**src/rtl/ihv_pkg.sv**
```systemverilog
// Shared types, codes and helpers of the IPv4 receive header validator.
`default_nettype none

package ihv_pkg;

    localparam int MID_DEPTH = 2;

    localparam logic [3:0]  IP_VERSION   = 4'd4;
    localparam logic [15:0] MIN_HDR      = 16'd20;
    localparam logic [16:0] MAX_LEN      = 17'd65535;
    localparam logic [15:0] SUM_GOOD     = 16'hffff;
    localparam logic [31:0] SRC_ZERO     = 32'h0000_0000;
    localparam logic [31:0] SRC_BCAST    = 32'hffff_ffff;
    localparam logic [31:0] MCAST_MASK   = 32'hf000_0000;
    localparam logic [31:0] MCAST_PREFIX = 32'he000_0000;

    localparam logic [7:0] PROTO_HOPOPT = 8'd0;
    localparam logic [7:0] PROTO_ICMP   = 8'd1;
    localparam logic [7:0] PROTO_TCP    = 8'd6;
    localparam logic [7:0] PROTO_UDP    = 8'd17;

    typedef enum logic [3:0] {
        V_ACCEPT   = 4'd0,
        V_SHORT    = 4'd1,
        V_VERSION  = 4'd2,
        V_HDRLEN   = 4'd3,
        V_TOTLEN   = 4'd4,
        V_PROTO    = 4'd5,
        V_SOURCE   = 4'd6,
        V_FRAGMENT = 4'd7,
        V_CHECKSUM = 4'd8
    } t_verdict;

    typedef enum logic [1:0] {
        L4_NONE = 2'd0,
        L4_TCP  = 2'd1,
        L4_UDP  = 2'd2
    } t_l4_class;

    typedef struct packed {
        logic          early;
        t_verdict      verdict;
        logic [5:0]    hbytes;
        logic [15:0]   pkt;
        logic [15:0]   tot;
        logic [7:0]    proto;
        logic [12:0]   frag;
        logic [31:0]   src;
        logic [1:0]    flags;
        logic [15:0]   sum;
    } t_rec;

    typedef struct packed {
        t_verdict      verdict;
        logic [15:0]   trim_bytes;
        t_l4_class     l4_class;
        logic [5:0]    header_bytes;
        logic [31:0]   source_address;
    } t_result;

    function automatic logic [15:0] fold_add(input logic [15:0] acc, input logic [31:0] w);
        logic [17:0] s;
        logic [17:0] s1;
        logic [17:0] s2;
        s  = {2'b00, acc} + {2'b00, w[31:16]} + {2'b00, w[15:0]};
        s1 = {2'b00, s[15:0]} + {16'b0, s[17:16]};
        s2 = {2'b00, s1[15:0]} + {16'b0, s1[17:16]};
        return s2[15:0];
    endfunction

endpackage

`default_nettype wire

```
**src/rtl/ihv_front.sv**
```systemverilog
// Front end: accepts header words, tracks the packet and classifies early failures.
`default_nettype none

module ihv_front (
    input  wire logic          i_clk,
    input  wire logic          i_rst_n,
    input  wire logic          i_accept,
    input  wire logic          i_first_word,
    input  wire logic [31:0]   i_header_word,
    input  wire logic [15:0]   i_segment_length,
    input  wire logic [15:0]   i_packet_length,
    input  wire logic          i_nic_sum_good,
    input  wire logic          i_nic_sum_bad,
    output ihv_pkg::t_rec      o_rec,
    output logic               o_rec_push
);

    typedef enum logic [1:0] {
        MODE_IDLE,
        MODE_BUSY,
        MODE_SKIP
    } t_mode;

    t_mode         r_mode, n_mode;
    logic [3:0]    r_word_index, n_word_index;
    logic [3:0]    r_header_words, n_header_words;
    logic [15:0]   r_sum, n_sum;
    logic [15:0]   r_pkt, n_pkt;
    logic [15:0]   r_tot, n_tot;
    logic [1:0]    r_flags, n_flags;
    logic [7:0]    r_proto, n_proto;
    logic [12:0]   r_frag, n_frag;
    logic [31:0]   r_src, n_src;

    logic [5:0]        hb_in;
    logic [15:0]       hb_ext;
    logic [15:0]       tot_in;
    logic [3:0]        idx_inc;
    ihv_pkg::t_verdict early_v;

    always_comb begin
        n_mode         = r_mode;
        n_word_index   = r_word_index;
        n_header_words = r_header_words;
        n_sum          = r_sum;
        n_pkt          = r_pkt;
        n_tot          = r_tot;
        n_flags        = r_flags;
        n_proto        = r_proto;
        n_frag         = r_frag;
        n_src          = r_src;
        o_rec          = '0;
        o_rec_push     = 1'b0;

        hb_in   = {i_header_word[27:24], 2'b00};
        hb_ext  = {10'b0, hb_in};
        tot_in  = i_header_word[15:0];
        idx_inc = r_word_index + 4'd1;

        if (i_segment_length < ihv_pkg::MIN_HDR) begin
            early_v = ihv_pkg::V_SHORT;
        end else if (i_header_word[31:28] != ihv_pkg::IP_VERSION) begin
            early_v = ihv_pkg::V_VERSION;
        end else if (hb_ext > i_segment_length || hb_ext < ihv_pkg::MIN_HDR
                     || i_packet_length == hb_ext) begin
            early_v = ihv_pkg::V_HDRLEN;
        end else if (tot_in <= hb_ext || tot_in > i_packet_length) begin
            early_v = ihv_pkg::V_TOTLEN;
        end else begin
            early_v = ihv_pkg::V_ACCEPT;
        end

        if (i_accept) begin
            if (i_first_word) begin
                n_header_words = i_header_word[27:24];
                n_word_index   = 4'd0;
                n_pkt          = i_packet_length;
                n_tot          = tot_in;
                n_flags        = {i_nic_sum_bad, i_nic_sum_good};
                n_sum          = ihv_pkg::fold_add(16'd0, i_header_word);
                o_rec.early    = 1'b1;
                o_rec.verdict  = early_v;
                o_rec.hbytes   = hb_in;
                if (early_v != ihv_pkg::V_ACCEPT) begin
                    n_mode     = MODE_SKIP;
                    o_rec_push = 1'b1;
                end else begin
                    n_mode     = MODE_BUSY;
                end
            end else if (r_mode == MODE_BUSY) begin
                n_word_index = idx_inc;
                n_sum        = ihv_pkg::fold_add(r_sum, i_header_word);
                case (idx_inc)
                    4'd1:    n_frag  = i_header_word[12:0];
                    4'd2:    n_proto = i_header_word[23:16];
                    4'd3:    n_src   = i_header_word;
                    default: n_src   = r_src;
                endcase
                if ({1'b0, idx_inc} + 5'd1 >= {1'b0, r_header_words}) begin
                    n_mode        = MODE_IDLE;
                    o_rec_push    = 1'b1;
                    o_rec.early   = 1'b0;
                    o_rec.verdict = ihv_pkg::V_ACCEPT;
                    o_rec.hbytes  = {r_header_words, 2'b00};
                    o_rec.pkt     = r_pkt;
                    o_rec.tot     = r_tot;
                    o_rec.proto   = n_proto;
                    o_rec.frag    = n_frag;
                    o_rec.src     = n_src;
                    o_rec.flags   = r_flags;
                    o_rec.sum     = n_sum;
                end
            end
        end
    end

    always_ff @(posedge i_clk) begin
        if (!i_rst_n) begin
            r_mode         <= MODE_IDLE;
            r_word_index   <= 4'd0;
            r_header_words <= 4'd0;
            r_sum          <= 16'd0;
            r_flags        <= 2'b00;
        end else begin
            r_mode         <= n_mode;
            r_word_index   <= n_word_index;
            r_header_words <= n_header_words;
            r_sum          <= n_sum;
            r_flags        <= n_flags;
        end
        r_pkt   <= n_pkt;
        r_tot   <= n_tot;
        r_proto <= n_proto;
        r_frag  <= n_frag;
        r_src   <= n_src;
    end

`ifndef SYNTHESIS
    a_busy_min_hdr: assert property (@(posedge i_clk) disable iff (!i_rst_n)
        r_mode == MODE_BUSY |-> r_header_words >= 4'd5)
        else $error("busy packet with short header length");
    a_busy_index: assert property (@(posedge i_clk) disable iff (!i_rst_n)
        r_mode == MODE_BUSY |-> ({1'b0, r_word_index} + 5'd1 < {1'b0, r_header_words}))
        else $error("busy packet past its last header word");
`endif

endmodule

`default_nettype wire

```
**src/rtl/ihv_fifo.sv**
```systemverilog
// Short register queue between the front end and the back end.
`default_nettype none

module ihv_fifo #(
    parameter int WIDTH = 8,
    parameter int DEPTH = 2
) (
    input  wire logic              i_clk,
    input  wire logic              i_rst_n,
    input  wire logic              i_push,
    input  wire logic [WIDTH-1:0]  i_data,
    input  wire logic              i_pop,
    output logic [WIDTH-1:0]       o_data,
    output logic                   o_full,
    output logic                   o_empty
);

    localparam int PW = (DEPTH > 1) ? $clog2(DEPTH) : 1;
    localparam int CW = $clog2(DEPTH + 1);
    localparam logic [PW-1:0] LAST = PW'(DEPTH - 1);
    localparam logic [CW-1:0] FULL_COUNT = CW'(DEPTH);

    logic [WIDTH-1:0] r_mem [DEPTH];
    logic [PW-1:0]    r_wr_ptr, n_wr_ptr;
    logic [PW-1:0]    r_rd_ptr, n_rd_ptr;
    logic [CW-1:0]    r_count, n_count;
    logic             do_push;
    logic             do_pop;

    assign o_full  = (r_count == FULL_COUNT);
    assign o_empty = (r_count == '0);
    assign o_data  = r_mem[r_rd_ptr];
    assign do_push = i_push && !o_full;
    assign do_pop  = i_pop && !o_empty;

    always_comb begin
        n_wr_ptr = r_wr_ptr;
        n_rd_ptr = r_rd_ptr;
        n_count  = r_count;
        if (do_push) begin
            n_wr_ptr = (r_wr_ptr == LAST) ? '0 : r_wr_ptr + PW'(1);
        end
        if (do_pop) begin
            n_rd_ptr = (r_rd_ptr == LAST) ? '0 : r_rd_ptr + PW'(1);
        end
        if (do_push && !do_pop) begin
            n_count = r_count + CW'(1);
        end else if (do_pop && !do_push) begin
            n_count = r_count - CW'(1);
        end
    end

    always_ff @(posedge i_clk) begin
        if (!i_rst_n) begin
            r_wr_ptr <= '0;
            r_rd_ptr <= '0;
            r_count  <= '0;
        end else begin
            r_wr_ptr <= n_wr_ptr;
            r_rd_ptr <= n_rd_ptr;
            r_count  <= n_count;
        end
        if (do_push) begin
            r_mem[r_wr_ptr] <= i_data;
        end
    end

`ifndef SYNTHESIS
    a_count_range: assert property (@(posedge i_clk) disable iff (!i_rst_n)
        r_count <= FULL_COUNT)
        else $error("queue count beyond depth");
    a_no_overflow: assert property (@(posedge i_clk) disable iff (!i_rst_n)
        !(i_push && o_full))
        else $error("transaction pushed into full queue");
`endif

endmodule

`default_nettype wire

```
**src/rtl/ihv_back.sv**
```systemverilog
// Back end: final protocol, source, fragment and checksum checks into the result register.
`default_nettype none

module ihv_back (
    input  wire logic           i_clk,
    input  wire logic           i_rst_n,
    input  wire ihv_pkg::t_rec  i_rec,
    input  wire logic           i_rec_empty,
    output logic                o_rec_pop,
    input  wire logic           i_pop,
    output ihv_pkg::t_result    o_result,
    output logic                o_empty
);

    logic              r_valid, n_valid;
    ihv_pkg::t_result  r_result, n_result;
    ihv_pkg::t_result  res;
    logic [16:0]       frag_end;
    logic              src_bad;

    assign frag_end = {1'b0, i_rec.frag, 3'b000} + {1'b0, i_rec.tot};
    assign src_bad  = (i_rec.src == ihv_pkg::SRC_ZERO) || (i_rec.src == ihv_pkg::SRC_BCAST)
                      || ((i_rec.src & ihv_pkg::MCAST_MASK) == ihv_pkg::MCAST_PREFIX);

    always_comb begin
        res.header_bytes   = i_rec.hbytes;
        res.trim_bytes     = 16'd0;
        res.l4_class       = ihv_pkg::L4_NONE;
        res.source_address = 32'd0;
        res.verdict        = ihv_pkg::V_ACCEPT;
        if (i_rec.early) begin
            res.verdict = i_rec.verdict;
        end else begin
            res.source_address = i_rec.src;
            if (!(i_rec.proto inside {ihv_pkg::PROTO_HOPOPT, ihv_pkg::PROTO_ICMP,
                                      ihv_pkg::PROTO_TCP, ihv_pkg::PROTO_UDP})) begin
                res.verdict = ihv_pkg::V_PROTO;
            end else begin
                res.trim_bytes = i_rec.pkt - i_rec.tot;
                if (src_bad) begin
                    res.verdict = ihv_pkg::V_SOURCE;
                end else if (frag_end > ihv_pkg::MAX_LEN) begin
                    res.verdict = ihv_pkg::V_FRAGMENT;
                end else if (i_rec.flags[0]) begin
                    res.verdict = ihv_pkg::V_ACCEPT;
                end else if (i_rec.flags[1]) begin
                    res.verdict = ihv_pkg::V_CHECKSUM;
                end else if (i_rec.sum != ihv_pkg::SUM_GOOD) begin
                    res.verdict = ihv_pkg::V_CHECKSUM;
                end
                if (res.verdict == ihv_pkg::V_ACCEPT) begin
                    if (i_rec.proto == ihv_pkg::PROTO_TCP) begin
                        res.l4_class = ihv_pkg::L4_TCP;
                    end else if (i_rec.proto == ihv_pkg::PROTO_UDP) begin
                        res.l4_class = ihv_pkg::L4_UDP;
                    end
                end
            end
        end
    end

    assign o_rec_pop = !i_rec_empty && (!r_valid || i_pop);

    always_comb begin
        n_valid  = r_valid;
        n_result = r_result;
        if (o_rec_pop) begin
            n_valid  = 1'b1;
            n_result = res;
        end else if (i_pop) begin
            n_valid  = 1'b0;
        end
    end

    always_ff @(posedge i_clk) begin
        if (!i_rst_n) begin
            r_valid <= 1'b0;
        end else begin
            r_valid <= n_valid;
        end
        r_result <= n_result;
    end

    assign o_result = r_result;
    assign o_empty  = !r_valid;

`ifndef SYNTHESIS
    a_class_on_accept: assert property (@(posedge i_clk) disable iff (!i_rst_n)
        r_valid && r_result.l4_class != ihv_pkg::L4_NONE
        |-> r_result.verdict == ihv_pkg::V_ACCEPT)
        else $error("layer-4 class on rejected packet");
    a_early_no_trim: assert property (@(posedge i_clk) disable iff (!i_rst_n)
        r_valid && (r_result.verdict == ihv_pkg::V_SHORT
                    || r_result.verdict == ihv_pkg::V_VERSION
                    || r_result.verdict == ihv_pkg::V_HDRLEN
                    || r_result.verdict == ihv_pkg::V_TOTLEN
                    || r_result.verdict == ihv_pkg::V_PROTO)
        |-> r_result.trim_bytes == 16'd0)
        else $error("trim length on early verdict");
`endif

endmodule

`default_nettype wire

```
**src/rtl/ipv4_rx_header_validator_core.sv**
```systemverilog
// Top level of the IPv4 receive header validator.
// Input queue side: drive i_push with one 32-bit header word and its side fields;
// the word is taken at a clock edge with i_push high and o_full low. i_first_word
// marks the first word of a packet; segment length, packet length and the NIC
// checksum flags count on that word only.
// Result queue side: while o_empty is low the oldest verdict is on the o_ ports and
// leaves at an edge with i_pop high. One result per packet: on the first word when
// it already fails, else on the last header word (IHL words in all).
// A result is queued, then registered at the output. One word per cycle is sustained
// while o_full is low. The front end folds the checksum with one add per word;
// the back end runs the final checks from a two-entry queue into an output register.
// When the receiver stalls, the queue fills and o_full rises after two more results.
// Reset (i_rst_n low, synchronous) empties both queues and drops any open packet.
`default_nettype none

module ipv4_rx_header_validator_core #(
    parameter int MID_DEPTH = ihv_pkg::MID_DEPTH
) (
    input  wire logic          i_clk,
    input  wire logic          i_rst_n,
    input  wire logic          i_push,
    output logic               o_full,
    input  wire logic          i_first_word,
    input  wire logic [31:0]   i_header_word,
    input  wire logic [15:0]   i_segment_length,
    input  wire logic [15:0]   i_packet_length,
    input  wire logic          i_nic_sum_good,
    input  wire logic          i_nic_sum_bad,
    input  wire logic          i_pop,
    output logic               o_empty,
    output logic [3:0]         o_verdict,
    output logic [15:0]        o_trim_bytes,
    output logic [1:0]         o_l4_class,
    output logic [5:0]         o_header_bytes,
    output logic [31:0]        o_source_address
);

    localparam int REC_W = $bits(ihv_pkg::t_rec);

    logic               accept;
    ihv_pkg::t_rec      front_rec;
    logic               front_push;
    logic [REC_W-1:0]   mid_data;
    ihv_pkg::t_rec      mid_rec;
    logic               mid_empty;
    logic               mid_pop;
    ihv_pkg::t_result   result;

    assign accept  = i_push && !o_full;
    assign mid_rec = ihv_pkg::t_rec'(mid_data);

    ihv_front u_front (
        .i_clk            (i_clk),
        .i_rst_n          (i_rst_n),
        .i_accept         (accept),
        .i_first_word     (i_first_word),
        .i_header_word    (i_header_word),
        .i_segment_length (i_segment_length),
        .i_packet_length  (i_packet_length),
        .i_nic_sum_good   (i_nic_sum_good),
        .i_nic_sum_bad    (i_nic_sum_bad),
        .o_rec            (front_rec),
        .o_rec_push       (front_push)
    );

    ihv_fifo #(
        .WIDTH (REC_W),
        .DEPTH (MID_DEPTH)
    ) u_fifo (
        .i_clk   (i_clk),
        .i_rst_n (i_rst_n),
        .i_push  (front_push),
        .i_data  (REC_W'(front_rec)),
        .i_pop   (mid_pop),
        .o_data  (mid_data),
        .o_full  (o_full),
        .o_empty (mid_empty)
    );

    ihv_back u_back (
        .i_clk       (i_clk),
        .i_rst_n     (i_rst_n),
        .i_rec       (mid_rec),
        .i_rec_empty (mid_empty),
        .o_rec_pop   (mid_pop),
        .i_pop       (i_pop),
        .o_result    (result),
        .o_empty     (o_empty)
    );

    assign o_verdict        = result.verdict;
    assign o_trim_bytes     = result.trim_bytes;
    assign o_l4_class       = result.l4_class;
    assign o_header_bytes   = result.header_bytes;
    assign o_source_address = result.source_address;

endmodule

`default_nettype wire
```
**config.mk**
```make
export PLATFORM = sky130hd
export DESIGN_NAME = ipv4_rx_header_validator_core
export DESIGN_NICKNAME = d
export VERILOG_FILES = /design/src/rtl/ihv_pkg.sv /design/src/rtl/ihv_front.sv /design/src/rtl/ihv_fifo.sv /design/src/rtl/ihv_back.sv /design/src/rtl/ipv4_rx_header_validator_core.sv
export SDC_FILE = /design/constraint.sdc
export NUM_CORES = 1
export LEC_CHECK = 0
export ABC_CLOCK_PERIOD_IN_PS = 8100
export BUFFER_PORTS_ARGS = -buffer_cell sky130_fd_sc_hd__buf_4
export CORE_UTILIZATION = 57
export CTS_BUF_LIST = sky130_fd_sc_hd__clkbuf_4 sky130_fd_sc_hd__clkbuf_8
export DETAILED_ROUTE_END_ITERATION = 8
export PLACE_DENSITY = 0.83
export RECOVER_POWER = 100
export SYNTH_ARGS = -nofsm -noshare
export SYNTH_HDL_FRONTEND = slang
export SYNTH_SLANG_ARGS = --single-unit
```
**constraint.sdc**
```tcl
create_clock -name i_clk -period 8.1 [get_ports i_clk]
set_input_delay 1.62 -clock i_clk [delete_from_list [all_inputs] [get_ports i_clk]]
set_output_delay 1.62 -clock i_clk [all_outputs]
set_load 0.02 [all_outputs]
```
## Word level (Yosys, flattened, before mapping)

Memories as Yosys holds them, arrays and structs flattened. A register that Yosys moved wholly into a read port is not among the register bits.
Cells that the tools add are included.

- Memories kept: 1
- Memory bits (writable): 228
- Bits of input ports: 71
- Register bits after elaboration: 178

Memories:

| name | depth | bits a word | rd ports | clocked after memory_dff | write ports | RTL line | RTL |
|---|---|---|---|---|---|---|---|
| u_fifo.r_mem | 2 | 114 | 1 | 1 | 1 | ihv_fifo.sv:23 | `logic [WIDTH-1:0] r_mem [DEPTH];` |

- Add/subtract/negate cells: 15
- Magnitude comparators: 7
- Reduce and logical (&&, ||, !) cells: 34
- Mux-type cells: 46
- Bitwise gates (word level): 3
- Equality and inequality tests: 13

Operator list:

| kind | count |
|---|---|
| 2-to-1 mux 114 bit | 2 |
| 2-to-1 mux 109 bit | 1 |
| 2-to-1 mux 103 bit | 1 |
| 2-to-1 mux 4 bit | 14 |
| adder 16 x 16 -> 17 bit | 3 |
| adder 16 x 2 -> 17 bit | 2 |
| adder 16 x 2 -> 16 bit | 2 |
| equality test 32 bit (second input constant) | 1 |
| zero test 32 bit | 1 |
| 2-to-1 mux 16 bit | 2 |
| 2-to-1 mux 32 bit | 1 |
| adder 18 x 16 -> 18 bit | 1 |
| greater-than comparator 17 x 16 -> 1 bit (second input constant) | 1 |
| equality test 16 x 6 -> 1 bit | 1 |
| greater-than comparator 16 bit | 1 |
| greater-than comparator 6 x 16 -> 1 bit | 1 |
| <= comparator 16 x 6 -> 1 bit | 1 |
| < comparator 16 x 5 -> 1 bit (second input constant) | 1 |
| != test 16 bit (second input constant) | 1 |
| subtractor 16 bit | 1 |
| 2-to-1 mux 1 bit | 14 |
| 2-to-1 mux 2 bit | 7 |
| 2-to-1 mux 13 bit | 1 |
| 2-to-1 mux 11 bit | 1 |
| 32 further kinds | 56 |

## Longest topological paths before layout

- Word-level depth: 15
- Gate-level depth with buffers: 36
- Mapped depth without buffers: 36

## Modules after synthesis

From an unflattened synthesis, not the netlist that was laid out.

- Cell total of the unflattened synthesis: 1659
- Area total of the unflattened synthesis: 21554.4 sq um

Modules (own cells, without submodules):

| module | instances | cells each | area an instance (sq um) |
|---|---|---|---|
| ihv_front | 1 | 967 | 9318.9 |
| ihv_fifo | 1 | 380 | 8708.4 |
| ihv_back | 1 | 311 | 3513.4 |
| ipv4_rx_header_validator_core | 1 | 1 | 13.8 |

## Least setup slack after synthesis

OpenSTA, ideal clock, no wires.

- Path type: input to register
- Start point: input port i_packet_length[1]
- End point: memory u_fifo.r_mem[0][0] (netlist name) (enable)
- Arrival time: 7.949 ns
- Setup time: 0.594 ns
- Path slack: -0.443 ns
- Stages: 12
- Required time: 7.506 ns
- Path through: inv_1 -> ha_1 -> nor2b_1 -> o21a_1 -> o21a_1 -> o21a_1 -> o21a_1 -> o21a_1 -> o21ai_0 -> a21o_1 -> a22oi_1 -> nor2b_1

- Word-level cells in the longest chain between the ends: 13
- Elaborated cells on any way between the ends: 15
- Those cells by class: 1 x order compare; 1 x eq/ne; 9 x mux; 4 x reduce/logical

Ends and longest elaborated chain:

| what | RTL line | RTL |
|---|---|---|
| from (decl) | ipv4_rx_header_validator_core.sv:26 | `input wire logic [15:0] i_packet_length,` |
| greater-than comparator 16 bit | ihv_front.sv:67 | `end else if (tot_in <= hb_ext \|\| tot_in > i_packet_length) begin` |
| logical OR 1 bit | ihv_front.sv:67 |  |
| 2-to-1 mux 3 bit | ihv_front.sv:67 |  |
| 2-to-1 mux 4 bit (*) | ihv_front.sv:64 | `end else if (hb_ext > i_segment_length \|\| hb_ext < ihv_pkg::MIN_HDR` |
| 2-to-1 mux 4 bit (*) | ihv_front.sv:62 | `end else if (i_header_word[31:28] != ihv_pkg::IP_VERSION) begin` |
| 2-to-1 mux 4 bit (*) | ihv_front.sv:60 | `if (i_segment_length < ihv_pkg::MIN_HDR) begin` |
| nonzero test 4 bit (*) | ihv_front.sv:84 | `if (early_v != ihv_pkg::V_ACCEPT) begin` |
| 2-to-1 mux 1 bit (*) | ihv_front.sv:84 |  |
| 2-to-1 mux 1 bit (*) | ihv_front.sv:74 | `if (i_first_word) begin` |
| 2-to-1 mux 1 bit (*) | ihv_front.sv:73 | `if (i_accept) begin` |
| logical AND 1 bit (*) | ihv_fifo.sv:33 | `assign do_push = i_push && !o_full;` |
| via u_fifo.do_push | ihv_fifo.sv:27 | `logic do_push;` |
| 2-to-1 mux 1 bit (*) | ihv_fifo.sv:63 | `if (do_push) begin` |
| 2-to-1 mux 1 bit (implied by the code) (*) | ihv_fifo.sv:64 | `r_mem[r_wr_ptr] <= i_data;` |
| to (decl) | ihv_fifo.sv:23 |  |

Mark *: on every way through the listed nets, which the timed path passes. The rest lies on a longest branch.

==> metrics.txt <==
Final Routed Wirelength=52720 µm; Final Hold Fails=0; via count=15170; Die X=194.6 µm; Yosys reg bits=399; Max Buffers Root-to-Sink=3; Final ANT Viol Nets=0; met1 Use GR=0.3616; die height=194.6 µm; Tightest Pin Transition=3462 ps; post-synth cell types=88; ys async rst share=0; drt wl/cell=21.35 µm; Tcrit/Tclk final=0.9502; DP Wirelength=around 38000 µm; clock sink count=399; Skew-Pair Late Insertion Delay=620 ps; Max Clk Rate=between 0.1 and 0.15 GHz; Max Slew Vio Count=554; num rows=70; CTS Hold Bufs=0; Pwr per Cell Area=about 290 nW/µm²; PortBufs=between 100 and 150; Layout Area Growth over Synthesis=12.79%; DRT Pass-1 Iters=6; TritonCTS Buffers=59; commonest non-fill, non-tap cell in the layout=edfxtp_1; max cap viols=10; most frequent cell on the critical path=ha_1; pre-CTS WS=-412.5 ps; core region area=between 30000 and 40000 µm²; VDD IR max=191.6 µV; antenna violations before repair=1; Req. time, crit path=8470 ps; CP max FO=3; Avg Inst Size Synth=12.12 µm²; CTS tree=done; relative slew slack=-1.308; Synth area leaders=edfxtp_1 (52%), ha_1 (7.0%), mux2_2 (4.0%); critical path arrival=8060 ps; met3 Track Usage GR=0.03974; r2r setup slk=about 1200 ps; GR Util met2=0.4628; Vias/cell=6.145; starting density of the core=0.5787; CP endpoint kind=flip-flop; most frequent cells in the layout=edfxtp_1 (365), nor2_1 (120), ha_1 (117), clkbuf_1 (105), nand2_1 (99); first-pass GRT wire length=81080 µm; status=finished with violations; grt total ovfl=0; CTS root buffer=clkbuf_8; DRT iter0 DRCs=about 1200; RSZ-0062 raised after global routing=no; largest net degree at the start of global routing=112; Yosys warning count=0; layout cells sized above 1=0.1420; clock-pin slew on the worst setup and hold paths=70 ps; Final Setup Violations=0; number of global-route vias before repair=14830; CTS H-tree depth=2; failing checks=max-capacitance violations, max-slew violations; Synth area leader=edfxtp_1; post-layout min period=7697 ps; clk_skew=14.02 ps; Mapped Cells=1744; share of the yosys chip area belonging to registers=0.5508; post-synth top area share=0.5186; Static Leakage=0.008878 µW; setup ws final=403.4 ps; Post-synth EDFFs=about 370; Syn Std Cell Area=approximately 21000 µm²; gr usage total=0.2768; worst hold margin=between 400 and 500 ps; Primary FF master, synth=edfxtp_1; Crit Path Class=in -> reg; Critical Path Start=i_header_word[16]; I/O pin count=between 100 and 150; Most Crowded Layer GR=met2; Die ar.=37850 µm²; Overall Power=6832 µW; Worst Hold Launch=u_front.r_header_words[2]$_SDFFE_PN0P_; gpl congestion=0.9801; Final Net Count=about 2100; CP startpoint kind=input pin; worst min-delay path category=reg -> reg; CP peak stage delay=approximately 430 ps; Critical-path top delay cell=or4_4; # DRC=0
critical path, delay by kind of cell:
family	cells	cell delay [ps]
fa+ha+maj	6	1200
compound gates	12	2160
buf+inv	3	450
xor+xnor	2	240
simple gates	12	2400
cells in the mapped netlist, drive strengths merged, types with 6 or more instances:
| cell type | instances |
|---|---|
| dfxtp | 34 |
| a21o | 25 |
| and3 | 11 |
| nand2 | 99 |
| nor4b | 6 |
| xnor2 | 49 |
| mux2i | 57 |
| and2 | 103 |
| buf | 7 |
| o211a | 12 |
| a211o | 9 |
| nand4 | 35 |
| o21a | 16 |
| o31ai | 6 |
| clkbuf | 45 |
| o21ai | 69 |
| a21oi | 59 |
| a22oi | 6 |
| nor3 | 34 |
| nand2b | 21 |
| nor4 | 39 |
| nor2b | 24 |
| or3 | 13 |
| or2 | 12 |
| mux2 | 76 |
| nand3 | 30 |
| ha | 118 |
| xor2 | 40 |
| nor2 | 123 |
| o2111ai | 6 |
| o211ai | 18 |
| edfxtp | 365 |
| inv | 79 |
| a211oi | 11 |
| a21boi | 16 |
cell families after synthesis:
| family | count (synthesis) | share of synthesized area |
|---|---|---|
| AO/OA/AOI/OAI | 297 | 0.09952 |
| XOR/XNOR | 90 | 0.03872 |
| adder cells (fa/ha/maj) | 123 | 0.07460 |
| buffers and inverters | 131 | 0.02398 |
| flip-flops | 399 | 0.5508 |
| multiplexers | 133 | 0.06749 |
| other | 1 | 0.0001774 |
| AND/OR/NAND/NOR | 570 | 0.1447 |
worst paths after layout:
check / to / depth (start not counted)
max: u_fifo.r_mem[0][14]$_DFFE_PP_ / 35
max reg2reg: u_back.o_result[53]$_SDFFCE_PP0P_ / 15
min reg2reg: u_front.r_header_words[2]$_SDFFE_PN0P_ / 2
min: u_front.r_header_words[2]$_SDFFE_PN0P_ / 2
state kept, by name, indices dropped and copies added, names as in the netlist, 4 cells and up, named ones only:
signal / cells
u_front.r_src: 32
u_back.o_result: 58
u_fifo.r_mem: 222
u_front.r_pkt: 16
u_front.r_sum: 16
u_front.r_header_words: 4
u_front.r_tot: 16
u_front.r_frag: 13
u_front.r_proto: 8
u_front.r_word_index: 4
routing by layer:
layer | vias to the layer above | routed length [µm]
met5 | - | 0
met4 | 0 | 2214
met3 | 173 | 4246
met2 | 747 | 25290
met1 | 7290 | 20970
li1 | 6962 | -
area by class of cell:
class | instances | area, µm²
Clock inverter | 33 | 231.5
Clock buffer | 76 | 958.4
Inverter | 79 | 296.5
Sequential cell | 399 | 11640
Multi-Input combinational cell | 1215 | 9035
Antenna cell | 1 | 2.502
Timing Repair Buffer | 198 | 1087
Tap cell | 468 | 585.6
Fill cell | 2717 | 12680
where the power goes:
part           total [µW]  leakage (µW)  switching (µW)  internal (µW)
logic                2480       0.00454            1550            928
clock network        1640      0.000630             766            871
registers            2720       0.00371             107           2610
repair_timing:
action / CTS / global route
setup buffers: 0 / 3
setup endpoints to repair: 0 / 38
resized for setup: 0 / 11
metrics by stage:
stage	instances	cell area, µm²	setup TNS, ps	utilization
global route	2469	23840	0	0.6527
global placement	2356	23030	-1080	0.6305
finish	2469	23840	0	0.6527
CTS	2465	24220	0	0.6630
floorplan	1745	21140	0	-
detailed placement	2356	23030	-7929	0.6305
Note: power is estimated with default switching activity, not from simulation.
